==> config.mk <==
export PLATFORM = sky130hd
export DESIGN_NAME = sprite_frame_sequencer_core
export DESIGN_NICKNAME = d
export VERILOG_FILES = /design/src/sv/sfs_pkg.sv /design/src/sv/sfs_cfg_regs.sv /design/src/sv/sfs_step.sv /design/src/sv/sprite_frame_sequencer_core.sv
export SDC_FILE = /design/constraint.sdc
export NUM_CORES = 1
export LEC_CHECK = 0
export BUFFER_PORTS_ARGS = -buffer_cell sky130_fd_sc_hd__buf_4
export CELL_PAD_IN_SITES_DETAIL_PLACEMENT = 0
export CELL_PAD_IN_SITES_GLOBAL_PLACEMENT = 1
export CORE_AREA = 3 3 179 181
export CTS_BUF_LIST = sky130_fd_sc_hd__clkbuf_4
export CTS_CLUSTER_DIAMETER = 30
export CTS_CLUSTER_SIZE = 8
export DETAILED_ROUTE_END_ITERATION = 16
export DIE_AREA = 0 0 182 184
export PLACE_DENSITY = 0.79
export SYNTH_ARGS = -nofsm -noshare
export SYNTH_HDL_FRONTEND = slang
export SYNTH_SLANG_ARGS = --single-unit
==> constraint.sdc <==
create_clock -name clk_i -period 8.1 [get_ports clk_i]
set_input_delay 0.81 -clock clk_i [delete_from_list [all_inputs] [get_ports clk_i]]
set_output_delay 0.81 -clock clk_i [all_outputs]
set_load 0.05 [all_outputs]
==> src/sv/sfs_pkg.sv <==
// sprite frame sequencer: shared types, constants and helpers
`default_nettype none

package sfs_pkg;

  localparam int unsigned FRAME_BITS = 16;
  localparam int unsigned TIME_BITS  = 32;
  // signed working width for frame arithmetic: room for +-2 steps and a sign
  localparam int unsigned SFRAME_BITS = FRAME_BITS + 2;
  localparam int unsigned CFG_IDX_BITS = 2;
  localparam int unsigned CFG_DATA_BITS = 32;

  localparam logic [CFG_IDX_BITS-1:0] CfgStartFrame  = 2'd0;
  localparam logic [CFG_IDX_BITS-1:0] CfgEndFrame    = 2'd1;
  localparam logic [CFG_IDX_BITS-1:0] CfgFramePeriod = 2'd2;
  localparam logic [CFG_IDX_BITS-1:0] CfgPlayMode    = 2'd3;

  typedef enum logic [1:0] {
    ModeOnce       = 2'd0,
    ModeLoop       = 2'd1,
    ModePingPong   = 2'd2,
    ModePingLoop   = 2'd3
  } play_mode_e;

  localparam logic [TIME_BITS-1:0] PeriodReset = TIME_BITS'(65536);

  typedef struct packed {
    logic [31:0] delta_time;
    logic        restart;
  } sfs_in_t;

  typedef struct packed {
    logic [15:0] frame;
    logic        frame_changed;
    logic        running;
  } sfs_out_t;

  typedef struct packed {
    logic [FRAME_BITS-1:0] start_frame;
    logic [FRAME_BITS-1:0] end_frame;
    logic [TIME_BITS-1:0]  frame_period;
    play_mode_e            play_mode;
  } sfs_cfg_t;

  typedef struct packed {
    logic [FRAME_BITS-1:0] current_frame;
    logic [TIME_BITS-1:0]  elapsed_time;
    logic                  going_backward;
    logic                  finished;
  } sfs_state_t;

  function automatic logic signed [SFRAME_BITS-1:0] clamp_range(
    input logic signed [SFRAME_BITS-1:0] v,
    input logic signed [SFRAME_BITS-1:0] lo,
    input logic signed [SFRAME_BITS-1:0] hi
  );
    logic signed [SFRAME_BITS-1:0] r;
    r = v;
    if (v < lo) begin
      r = lo;
    end else if (v > hi) begin
      r = hi;
    end
    return r;
  endfunction

endpackage

`default_nettype wire

==> src/sv/sfs_cfg_regs.sv <==
// sprite frame sequencer: configuration register file
`default_nettype none

module sfs_cfg_regs
  import sfs_pkg::*;
(
  input  wire logic                     clk_i,
  input  wire logic                     rst_ni,
  input  wire logic                     cfg_we_i,
  input  wire logic [CFG_IDX_BITS-1:0]  cfg_idx_i,
  input  wire logic [CFG_DATA_BITS-1:0] cfg_wdata_i,
  output sfs_cfg_t                      cfg_o
);

  sfs_cfg_t cfg_q, cfg_d;

  always_comb begin
    cfg_d = cfg_q;
    if (cfg_we_i) begin
      unique case (cfg_idx_i)
        CfgStartFrame:  cfg_d.start_frame  = cfg_wdata_i[FRAME_BITS-1:0];
        CfgEndFrame:    cfg_d.end_frame    = cfg_wdata_i[FRAME_BITS-1:0];
        CfgFramePeriod: cfg_d.frame_period = cfg_wdata_i[TIME_BITS-1:0];
        CfgPlayMode:    cfg_d.play_mode    = play_mode_e'(cfg_wdata_i[1:0]);
        default:        cfg_d = cfg_q;
      endcase
    end
  end

  always_ff @(posedge clk_i or negedge rst_ni) begin
    if (!rst_ni) begin
      cfg_q.start_frame  <= '0;
      cfg_q.end_frame    <= '0;
      cfg_q.frame_period <= PeriodReset;
      cfg_q.play_mode    <= ModeLoop;
    end else begin
      cfg_q <= cfg_d;
    end
  end

  assign cfg_o = cfg_q;

endmodule

`default_nettype wire

==> src/sv/sfs_step.sv <==
// sprite frame sequencer: next-state and result logic for one time step
`default_nettype none

module sfs_step
  import sfs_pkg::*;
(
  input  sfs_cfg_t   cfg_i,
  input  sfs_state_t state_i,
  input  sfs_in_t    item_i,
  output sfs_state_t state_o,
  output sfs_out_t   result_o
);

  always_comb begin
    logic [TIME_BITS:0]             sum;
    logic [TIME_BITS-1:0]           el_sat;
    logic signed [SFRAME_BITS-1:0]  lo;
    logic signed [SFRAME_BITS-1:0]  hi;
    logic signed [SFRAME_BITS-1:0]  cur;
    logic signed [SFRAME_BITS-1:0]  f;
    logic                           back;
    logic                           changed;

    state_o = state_i;
    changed = 1'b0;
    sum     = {1'b0, state_i.elapsed_time} + {1'b0, item_i.delta_time[TIME_BITS-1:0]};
    el_sat  = sum[TIME_BITS] ? '1 : sum[TIME_BITS-1:0];
    lo      = $signed({2'b00, cfg_i.start_frame});
    hi      = $signed({2'b00, cfg_i.end_frame});
    if (hi < lo) begin
      hi = lo;
    end
    back = (cfg_i.play_mode == ModePingPong || cfg_i.play_mode == ModePingLoop)
           ? state_i.going_backward : 1'b0;
    cur  = $signed({2'b00, state_i.current_frame});
    f    = back ? cur - SFRAME_BITS'(1) : cur + SFRAME_BITS'(1);

    if (item_i.restart) begin
      state_o.current_frame  = cfg_i.start_frame;
      state_o.elapsed_time   = '0;
      state_o.going_backward = 1'b0;
      state_o.finished       = 1'b0;
    end else if (!state_i.finished) begin
      state_o.elapsed_time = el_sat;
      if (el_sat >= cfg_i.frame_period) begin
        state_o.elapsed_time = el_sat - cfg_i.frame_period;
        changed = 1'b1;
        if (f > hi) begin
          unique case (cfg_i.play_mode)
            ModeOnce: begin
              f = hi;
              state_o.finished = 1'b1;
              changed = 1'b0;
            end
            ModeLoop: f = lo;
            ModePingPong, ModePingLoop: begin
              f = clamp_range(f - SFRAME_BITS'(2), lo, hi);
              back = 1'b1;
            end
            default: f = hi;
          endcase
        end else if (f < lo) begin
          if (cfg_i.play_mode == ModePingLoop) begin
            f = clamp_range(f + SFRAME_BITS'(2), lo, hi);
            back = 1'b0;
          end else if (cfg_i.play_mode == ModePingPong) begin
            f = lo;
            state_o.finished = 1'b1;
            changed = 1'b0;
          end
        end
        if (f < 0) begin
          f = '0;
        end
        state_o.going_backward = back;
        state_o.current_frame  = f[FRAME_BITS-1:0];
      end
    end

    result_o.frame         = 16'(state_o.current_frame);
    result_o.frame_changed = changed;
    result_o.running       = !state_o.finished;
  end

endmodule

`default_nettype wire

==> src/sv/sprite_frame_sequencer_core.sv <==
// sprite frame sequencer: top level with input stage, state and result register
//
//  channel   dir   handshake                payload
//  in        in    in_valid_i / in_stall_o  in_data_i  (delta_time, restart)
//  out       out   out_valid_o / out_stall_i out_data_o (frame, frame_changed, running)
//  cfg       in    cfg_we_i                 cfg_idx_i, cfg_wdata_i
//
// an item is registered on transfer and stepped as it leaves the input stage, when the
// result register loads; one item per cycle is sustained while out does not stall;
// the step (one add, compare, subtract and the frame update) is the only logic
// between the input stage and the result register
// reset gives frame 0, elapsed time 0, forward, not done, loop mode, period 1.0
// a stall on out holds the input stage, which then stalls in

`default_nettype none

module sprite_frame_sequencer_core
  import sfs_pkg::*;
(
  input  wire logic                     clk_i,
  input  wire logic                     rst_ni,
  input  wire logic                     in_valid_i,
  output logic                          in_stall_o,
  input  sfs_in_t                       in_data_i,
  output logic                          out_valid_o,
  input  wire logic                     out_stall_i,
  output sfs_out_t                      out_data_o,
  input  wire logic                     cfg_we_i,
  input  wire logic [CFG_IDX_BITS-1:0]  cfg_idx_i,
  input  wire logic [CFG_DATA_BITS-1:0] cfg_wdata_i
);

  sfs_cfg_t   cfg;
  sfs_state_t state_q, state_d;
  sfs_out_t   result;
  sfs_in_t    s1_data_q;
  logic       s1_valid_q, s1_valid_d;
  logic       out_valid_q, out_valid_d;
  sfs_out_t   out_data_q;
  logic       out_ready;
  logic       fire;
  logic       in_xfer;

  sfs_cfg_regs u_cfg (
    .clk_i      (clk_i),
    .rst_ni     (rst_ni),
    .cfg_we_i   (cfg_we_i),
    .cfg_idx_i  (cfg_idx_i),
    .cfg_wdata_i(cfg_wdata_i),
    .cfg_o      (cfg)
  );

  sfs_step u_step (
    .cfg_i   (cfg),
    .state_i (state_q),
    .item_i  (s1_data_q),
    .state_o (state_d),
    .result_o(result)
  );

  assign out_ready  = !out_valid_q || !out_stall_i;
  assign fire       = s1_valid_q && out_ready;
  assign in_stall_o = s1_valid_q && !out_ready;
  assign in_xfer    = in_valid_i && !in_stall_o;

  always_comb begin
    s1_valid_d = s1_valid_q;
    if (in_xfer) begin
      s1_valid_d = 1'b1;
    end else if (fire) begin
      s1_valid_d = 1'b0;
    end
    out_valid_d = out_valid_q;
    if (fire) begin
      out_valid_d = 1'b1;
    end else if (!out_stall_i) begin
      out_valid_d = 1'b0;
    end
  end

  always_ff @(posedge clk_i or negedge rst_ni) begin
    if (!rst_ni) begin
      s1_valid_q  <= 1'b0;
      out_valid_q <= 1'b0;
      state_q     <= '0;
    end else begin
      s1_valid_q  <= s1_valid_d;
      out_valid_q <= out_valid_d;
      if (fire) begin
        state_q <= state_d;
      end
    end
  end

  always_ff @(posedge clk_i) begin
    if (in_xfer) begin
      s1_data_q <= in_data_i;
    end
    if (fire) begin
      out_data_q <= result;
    end
  end

  assign out_valid_o = out_valid_q;
  assign out_data_o  = out_data_q;

  a_changed_means_running: assert property (@(posedge clk_i) disable iff (!rst_ni)
    out_valid_o |-> !(out_data_o.frame_changed && !out_data_o.running))
    else $error("frame change reported on a finished animation");

  a_done_holds: assert property (@(posedge clk_i) disable iff (!rst_ni)
    (fire && state_q.finished && !s1_data_q.restart)
      |=> (state_q.finished && $stable(state_q.current_frame)))
    else $error("finished animation moved");

  a_restart_clears: assert property (@(posedge clk_i) disable iff (!rst_ni)
    (fire && s1_data_q.restart)
      |=> (state_q.elapsed_time == '0 && !state_q.going_backward && !state_q.finished))
    else $error("restart did not clear the sequencer state");

  a_stall_only_when_full: assert property (@(posedge clk_i) disable iff (!rst_ni)
    in_stall_o |-> (s1_valid_q && out_valid_q))
    else $error("input stalled with room in the pipeline");

endmodule

`default_nettype wire
# --- Yosys cells after proc, flatten, opt, wreduce, memory -nomap -nowiden ---
# Cells that the tools add are included.
op_classes:
  muxes: 38
  n_addsub: 6
  reduce_logical: 22
  order_cmp: 9
  n_eq_ne: 8
  n_bitwise: 1
op_table:
  columns: ["cell", "n"]
  rows:
  - ["$mux W18", 12]
  - ["$mux W50", 3]
  - ["$gt A18 B17 Y1", 3]
  - ["$lt A18 B17 Y1", 3]
  - ["$pmux W18 S3", 1]
  - ["$add A32 B32 Y33", 1]
  - ["$ge A32 B32 Y1", 1]
  - ["$mux W16", 2]
  - ["$mux W32", 1]
  - ["$sub A32 B32 Y32", 1]
  - ["$mux W1", 19]
  - ["$add A18 B3 Y18 const B", 1]
  - ["$lt A18 B1 Y1 const B", 1]
  - ["$sub A18 B3 Y18 const B", 1]
  - ["$add A16 B1 Y17 const B", 1]
  - ["$sub A16 B1 Y17 const B", 1]
  - ["$lt A16 B16 Y1", 1]
  - ["$reduce_and A2 Y1", 5]
  - ["$eq A2 B2 Y1 const B", 4]
  - ["$logic_not A1 Y1", 5]
  - ["$eq A2 B1 Y1 const B", 2]
  - ["$logic_not A2 Y1", 2]
  - ["$ne A2 B1 Y1 const B", 2]
  - ["$reduce_bool A2 Y1", 2]
  - ["6 further kinds", 9]
word_totals:
  input_bits: 72
  regBits: 169

# --- Logic depth before layout (Yosys ltp) ---
# Gate-level depths: netlist of the first run.
depth:
  word_depth: 20
  mapped_depth: 29

# --- By module ---
# A second synthesis of the first run with hierarchy kept.
unflattened:
  hier_cells: 1699
  area_unflattened_um2: 15618.7
modules_own_cells:
  columns: ["mod", "seq_area_each_um2", "area_per_inst_um2", "n_inst", "cells_per_inst"]
  rows:
  - ["sfs_step", 0.0, 9641.7, 1, 1394]
  - ["sprite_frame_sequencer_core", 2832.7, 3492.1, 1, 164]
  - ["sfs_cfg_regs", 1654.1, 2484.9, 1, 141]

# --- Worst setup path after synthesis of the first run ---
# OpenSTA, ideal clock, no wires.
synth_timing:
  path_type: "reg2reg"
  startpoint: "register state_q[10] (netlist name)"
  endpoint: "register state_q[38] (netlist name)"
  synth_period_minus_slack_ps: 6289
  setup_ps: 125
  path_stages_with_launch: 27
  setup_slack_ps: 1811
  arrival_ps: 6164
  n_path_buf: 3
  path_cell_list: "dfrtp_1 ha_1 a21o_1 a21oi_1 o21ai_0 or3_1 o211ai_1 a21oi_1 o31ai_1 o21ai_0 a21oi_1 clkbuf_1 clkbuf_1 nand2_1 ha_1 a211o_1 or3_1 o21ba_2 a2111oi_0 o31ai_1 and3_1 clkbuf_1 nand2_1 nor2_1 a31o_1 a21o_1 mux2_2"
synth_rtl:
  columns: ["element", "line", "text"]
  rows:
  - ["start, declared", "sprite_frame_sequencer_core.sv:34", "sfs_state_t state_q, state_d;"]
  - ["start signal, assigned", "sprite_frame_sequencer_core.sv:90", "state_q <= state_d;"]

# --- Final worst setup path of the first run ---
layout_timing:
  startpoint: "register state_q[10] (netlist name)"
  endpoint: "register state_q[11] (netlist name)"
layout_between:
  elab_chain_len: 6
  word_cells_on_any_way: 7
  cone_classes: "2 x add/sub; 1 x order compare; 4 x mux"
layout_lines:
  columns: ["element", "line", "text"]
  rows:
  - ["$add A32 B32 Y33 (*)", "sfs_step.sv:26", "sum = {1'b0, state_i.elapsed_time} + {1'b0, item_i.delta_time[TIME_BITS-1:0]};"]
  - ["$mux W32 (*)", "sfs_step.sv:27", "el_sat = sum[TIME_BITS] ? '1 : sum[TIME_BITS-1:0];"]
  - ["$sub A32 B32 Y32 or $ge A32 B32 Y1 (tied branches)", "sfs_step.sv:46, sfs_step.sv:45", null]
  - ["$mux W50 (*)", "sfs_step.sv:45", "if (el_sat >= cfg_i.frame_period) begin"]
  - ["$mux W50 (*)", "sfs_step.sv:43", "end else if (!state_i.finished) begin"]
  - ["$mux W50 (*)", "sfs_step.sv:38", "if (item_i.restart) begin"]
# Mark *: on every way between the ends. The rest lies on a longest branch, timed or not. The select of a mux whose other input is x is not followed.
# A chain may end at the register's enable or synchronous reset.

==> results of run 1 <==
cells in the mapped netlist, types with 6 or more instances:
cell type and n:
a211oi_1 14, a21o_1 40, a21oi_1 114, a221o_1 27, a22o_1 7, a31oi_1 26
and2_1 13, and3_1 13, buf_6 6, clkbuf_1 39, dfrtp_1 116, edfxtp_1 51
ha_1 169, inv_1 102, mux2_2 59, mux2i_1 12, nand2_1 151, nand2b_1 13
nand3_1 45, nand4_1 22, nor2_1 104, nor2b_1 18, nor3_1 46, nor3b_1 7
nor4_1 8, o211ai_1 19, o21a_1 16, o21ai_0 101, o21ai_1 10, o21bai_1 13
o22ai_1 8, o31ai_1 11, or2_2 9, or3_1 21, xnor2_1 55, xor2_1 24
layout make-up:
type                            count  share of cell area [%]
Sequential cell                   169                    27.5
Clock buffer                       18                   0.828
Clock inverter                     14                    1.00
Inverter                          107                    2.47
Multi-Input combinational cell   1327                    59.5
Tap cell                          396                    3.04
Antenna cell                        2                  0.0307
Timing Repair Buffer              123                    5.66
timing repair:
item	in CTS	in global routing
hold endpoints to repair	0	0
gates resized for setup	0	2
setup endpoints to repair	0	22
kinds of logic after synthesis:
logic type	count (synthesis)	synth area share, %
mux	75	5.69
compound gates	496	23.1
fa+ha+maj	171	14.5
buf+inv	165	4.62
xor+xnor	82	4.99
flops	169	30.2
simple gates	503	16.9
registers in the layout, indices dropped and copies added, names as in the netlist:
register	cells
u_cfg.cfg_o	66
out_valid_o	1
state_q	50
s1_data_q	33
s1_valid_q	1
out_data_o	18
layer usage:
metal,vias up,share of wire [%]
li1,6384,-
met1,6447,41
met2,457,49
met3,123,4.1
met4,2,5.8
met5,-,0.031
worst max-delay path: cells and delay by family (launching register included):
| kind | cells | cell delay (ns) |
|---|---|---|
| adders and majority gates | 2 | 0.73 |
| and+or+nand+nor | 6 | 1.73 |
| AOI/OAI and AO/OA | 13 | 3.86 |
| DFF | 1 | 0.42 |
| buffers and inverters | 2 | 0.59 |
power by group:
group          switching [mW]  internal [mW]  total [mW]
clock network           0.341          0.195       0.536
registers               0.221           1.12        1.34
logic                    3.42           2.16        5.58
total                    3.98           3.47        7.45
through the flow:
| stage | cells | setup WS (ns) | hold slack (ns) |
|---|---|---|---|
| 5_1_grt | 2156 | 0.0180 | 0.241 |
| 3_3_place_gp | 2122 | 0.781 | 0.468 |
| 3_5_place_dp | 2122 | 0.544 | 0.484 |
| 6_report | 2156 | 0.650 | 0.235 |
| 2_1_floorplan | 1661 | 1.81 | 0.456 |
| 4_1_cts | 2154 | 0.505 | 0.214 |
final timing paths:
path,from,endpoint,slack (ns)
min in group clk_i,in_data_i[6],s1_data_q[6],0.34
hold reg to reg,s1_valid_q,out_valid_o,0.51
hold / removal,rst_ni,u_cfg.cfg_o[62],0.23
max in group asynchronous,rst_ni,state_q[22],6.43
setup reg to reg,state_q[10],state_q[11],0.65
setup / recovery,state_q[10],state_q[11],0.65
==> run metrics, run 1 <==
final setup vio count 0; Final Max Tran Viols 0; DR vias 13400; GRT busiest layer met2; total of max-cap violations 0; FF+latch area 4490 um^2; Setup Skew 0.0554 ns; Die ar. 33500 um^2; fill count 2876; GRT met1 Usage 35.2%; Seq/Total Area, Yosys 30.2%; Design Power 7.45 mW; YS warnings 0; CP Class reg -> reg; Pre-antenna DRT Iters 6; Pleak 7.21 nW; Final ANT Viol Nets 0; startpoint types flop; WL final 49000 um; Post-CTS Setup Bufs 0; Clock transition at path regs 0.16 ns; worst skew pair latency 0.66 ns; Critical Path Slowest Stage Cell a2111oi_1; met2 GRT Util 50.6%; first-pass GRT wire length 75100 um; CP Max Fanout 15; detailed router's first-iteration violation count 1220; Die H 184 um; peak supply drop 0.196 mV; CP cell instances ha_1 -> a21o_1 -> a21oi_1 -> o21ai_0 -> or3_1 -> o211ai_1 -> a21oi_1 -> o31ai_1 -> o21ai_0 -> a21oi_2 -> buf_4 -> nand2_1 -> ha_1 -> a211o_1 -> or3_1 -> o21ba_2 -> a2111oi_1 -> o31ai_1 -> and2_1 -> nand2_1 -> buf_4 -> nor2_1 -> a221o_1; Syn Nets 1904; Synth area leader dfrtp_1; largest net degree at the start of global routing 65; Final Cell Area 16300 um^2; Ports 92; Period minus WS final 7.45 ns; mean post-synth cell area 8.94 um^2; Synth top area share 19.6%; grt met3 use 3.76%; core region area 30600 um^2; CTS H-tree depth 4; reg2reg path depth 23; RSZ-0062 raised after global routing false; placed inst area 16000 um^2; DR WL/cell 22.7 um; Initial Utilization 48.5%; Rows 64; commonest non-fill, non-tap cells in the layout 169 x ha_1, 151 x nand2_1, 123 x buf_4; CP max stage delay 0.63 ns; Fmax 134 MHz; total track usage 29.1%; worst hold path type in -> async; Critical Path End Type flop; Area Overhead vs Synth 9.92%; maximum root-to-sink buffer count 2; # clock sinks 169; period utilization 92.0%; WP data arrival 7.97 ns; Mapped Area 14800 um^2; Worst Path Required 8.62 ns; share of layout cells above drive strength 1 15.5%; Placer Congestion 0.929; Slew HR 31.7%; via/cell ratio 6.22; post-DP HPWL 38500 um; CTS root buffer clkbuf_4; setup TNS 0 ns; Remaining Overflow, GRT 0; final hold viol count 0; die width 182 um; PD cells 457 nW/um^2; final core occ 53.3%; Synth area leaders dfrtp_1 20%, ha_1 14%, edfxtp_1 10%, mux2_2 4.5%, a21oi_1 3.8%; FFs w/ async S/R, synth 69.8%; CTS buffer count 17; hold_buf cts 0; Netlist cell types 104; initial antenna violation count 2; worst slew pin tran 1.02 ns; multi-input logic area 9710 um^2; CTS tree yes; status completed; synthesized flop and latch total 169; number of buffers added on ports 91; Post-synth EDFFs 51; Post-synth top flop dfrtp_1; Remaining DRCs 0; vias in the first global route 13100; most common cell after layout, fill and taps aside ha_1; Cells after Synth 1661; final net count 1988
Note: power is estimated with default switching activity, not from simulation.
==> run 2: changes to the inputs <==
CTS_BUF_LIST = sky130_fd_sc_hd__clkbuf_8   (was sky130_fd_sc_hd__clkbuf_4)
==> run metrics, run 2 (synthesized netlist as in run 1, its figures left out) <==
Clock transition at path regs 0.10 ns; maximum root-to-sink buffer count 2; final setup margin 0.655 ns; CTS tree yes; number of buffers added on ports 91; hold_buf cts 0; CTS root buffer clkbuf_8; final setup vio count 0; DR vias 13400; period utilization 91.9%; Pre-antenna DRT Iters 6; Remaining Overflow, GRT 0; multi-input logic area 9710 um^2; Pleak 7.26 nW; Final Max Tran Viols 0; peak supply drop 0.204 mV; startpoint types flop; Area Overhead vs Synth 10.6%; largest net degree at the start of global routing 65; power share of the combinational group 73.8%; final net count 1988; die width 182 um; CP Max Fanout 15; Final ANT Viol Nets 0; post_cts resized 0; WP data arrival 7.83 ns; Clock power frac 8.4%; Die ar. 33500 um^2; share of layout cells above drive strength 1 15.4%; sw power 3.99 mW; most common cell after layout, fill and taps aside ha_1; status completed; Die H 184 um; worst skew pair latency 0.52 ns; total of max-cap violations 0; detailed router's first-iteration violation count 1133; Remaining DRCs 0; Period minus WS final 7.45 ns; CTS H-tree depth 4; Rows 64; via/cell ratio 6.24; Ports 92; sequential power share 17.7%; fill count 2863; RSZ-0062 raised after global routing false; worst slew pin tran 1.03 ns; Initial Utilization 48.5%; Slew HR 31.3%; Critical Path End Type flop; CP Class reg -> reg; PD cells 460 nW/um^2; initial antenna violation count 1; final core occ 53.7%; hold_ws 0.379 ns; Worst Path Required 8.49 ns; vias in the first global route 13100; setup TNS 0 ns; Placer Congestion 0.929; # clock sinks 169; total track usage 29.1%; Largest register FFs 66; internal power 3.56 mW; CTS buffer count 17; final hold viol count 0; Setup Skew 0.0333 ns; Fmax 134 MHz; post-DP HPWL 38500 um; Post-CTS Setup Bufs 0; commonest non-fill, non-tap cells in the layout 169 x ha_1, 151 x nand2_1, 123 x buf_4; DP Worst Slack 0.544 ns; sw frac 52.8%; first-pass GRT wire length 75300 um; core region area 30600 um^2; worst hold path type in -> async; FF+latch area 4490 um^2; WL final 49000 um; DR WL/cell 22.8 um
[run 2: layout make-up]
class	count	share of cell area, %
Antenna cell	1	0.0152
Inverter	107	2.45
Clock inverter	15	1.02
Clock buffer	17	1.42
Multi-Input combinational cell	1327	59.1
Timing Repair Buffer	123	5.62
Sequential cell	169	27.3
Tap cell	396	3.02
[run 2: layer usage]
| metal | share of wire, % | global-route usage, % | wire length, um | up-vias |
|---|---|---|---|---|
| met5 | 0 | 0 | 0 | - |
| met1 | 41 | 35.2 | 19900 | 6449 |
| met2 | 49 | 50.6 | 23900 | 478 |
| met3 | 4.8 | 3.90 | 2360 | 137 |
| met4 | 5.8 | 15.6 | 2850 | 0 |
| li1 | - | - | - | 6383 |
[run 2: power by group through the flow]
stage | clock network [mW] | registers, mW | logic [mW]
6_report | 0.637 | 1.34 | 5.58
5_1_grt | 0.691 | 1.36 | 6.16
4_1_cts | 0.654 | 1.33 | 5.49
3_5_place_dp | 0 | 1.35 | 5.46
3_3_place_gp | 0 | 1.35 | 5.42
2_1_floorplan | 0 | 1.36 | 3.98
[run 2: final timing paths]
kind / from / endpoint / slack [ns] / cells after the start
max: state_q[10] / state_q[41] / 0.65 / 24
min: rst_ni / u_cfg.cfg_o[62] / 0.38 / 1
max reg2reg: state_q[10] / state_q[41] / 0.65 / 24
min reg2reg: s1_valid_q / out_valid_o / 0.50 / 1
max in group asynchronous: rst_ni / state_q[26] / 6.29 / 2
min in group clk_i: in_data_i[6] / s1_data_q[6] / 0.48 / 1
[run 2: critical path, stage by stage, from the launching register on]
cell	delay (ns)
dfrtp_1	0.40
ha_1	0.36
a21o_1	0.19
a21oi_1	0.23
o21ai_0	0.21
or3_1	0.40
o211ai_1	0.25
a21oi_1	0.15
o31ai_1	0.44
o21ai_0	0.24
a21oi_2	0.43
buf_4	0.31
nand2_1	0.12
ha_1	0.36
a211o_1	0.33
or3_1	0.31
o21ba_2	0.25
a2111oi_1	0.63
o31ai_1	0.26
and3_1	0.31
nand2_1	0.32
nor2_1	0.20
a31oi_1	0.20
o21ai_1	0.14
mux2_2	0.28
[run 2: per-stage QoR]
stage               cell area (um^2)  std cells  power [mW]
finish                         16400       2155        7.55
global route                   16400       2154        8.21
global placement               16000       2122        6.76
floorplan                      14800       1661        5.35
detailed placement             16000       2122        6.81
CTS                            16400       2154        7.48
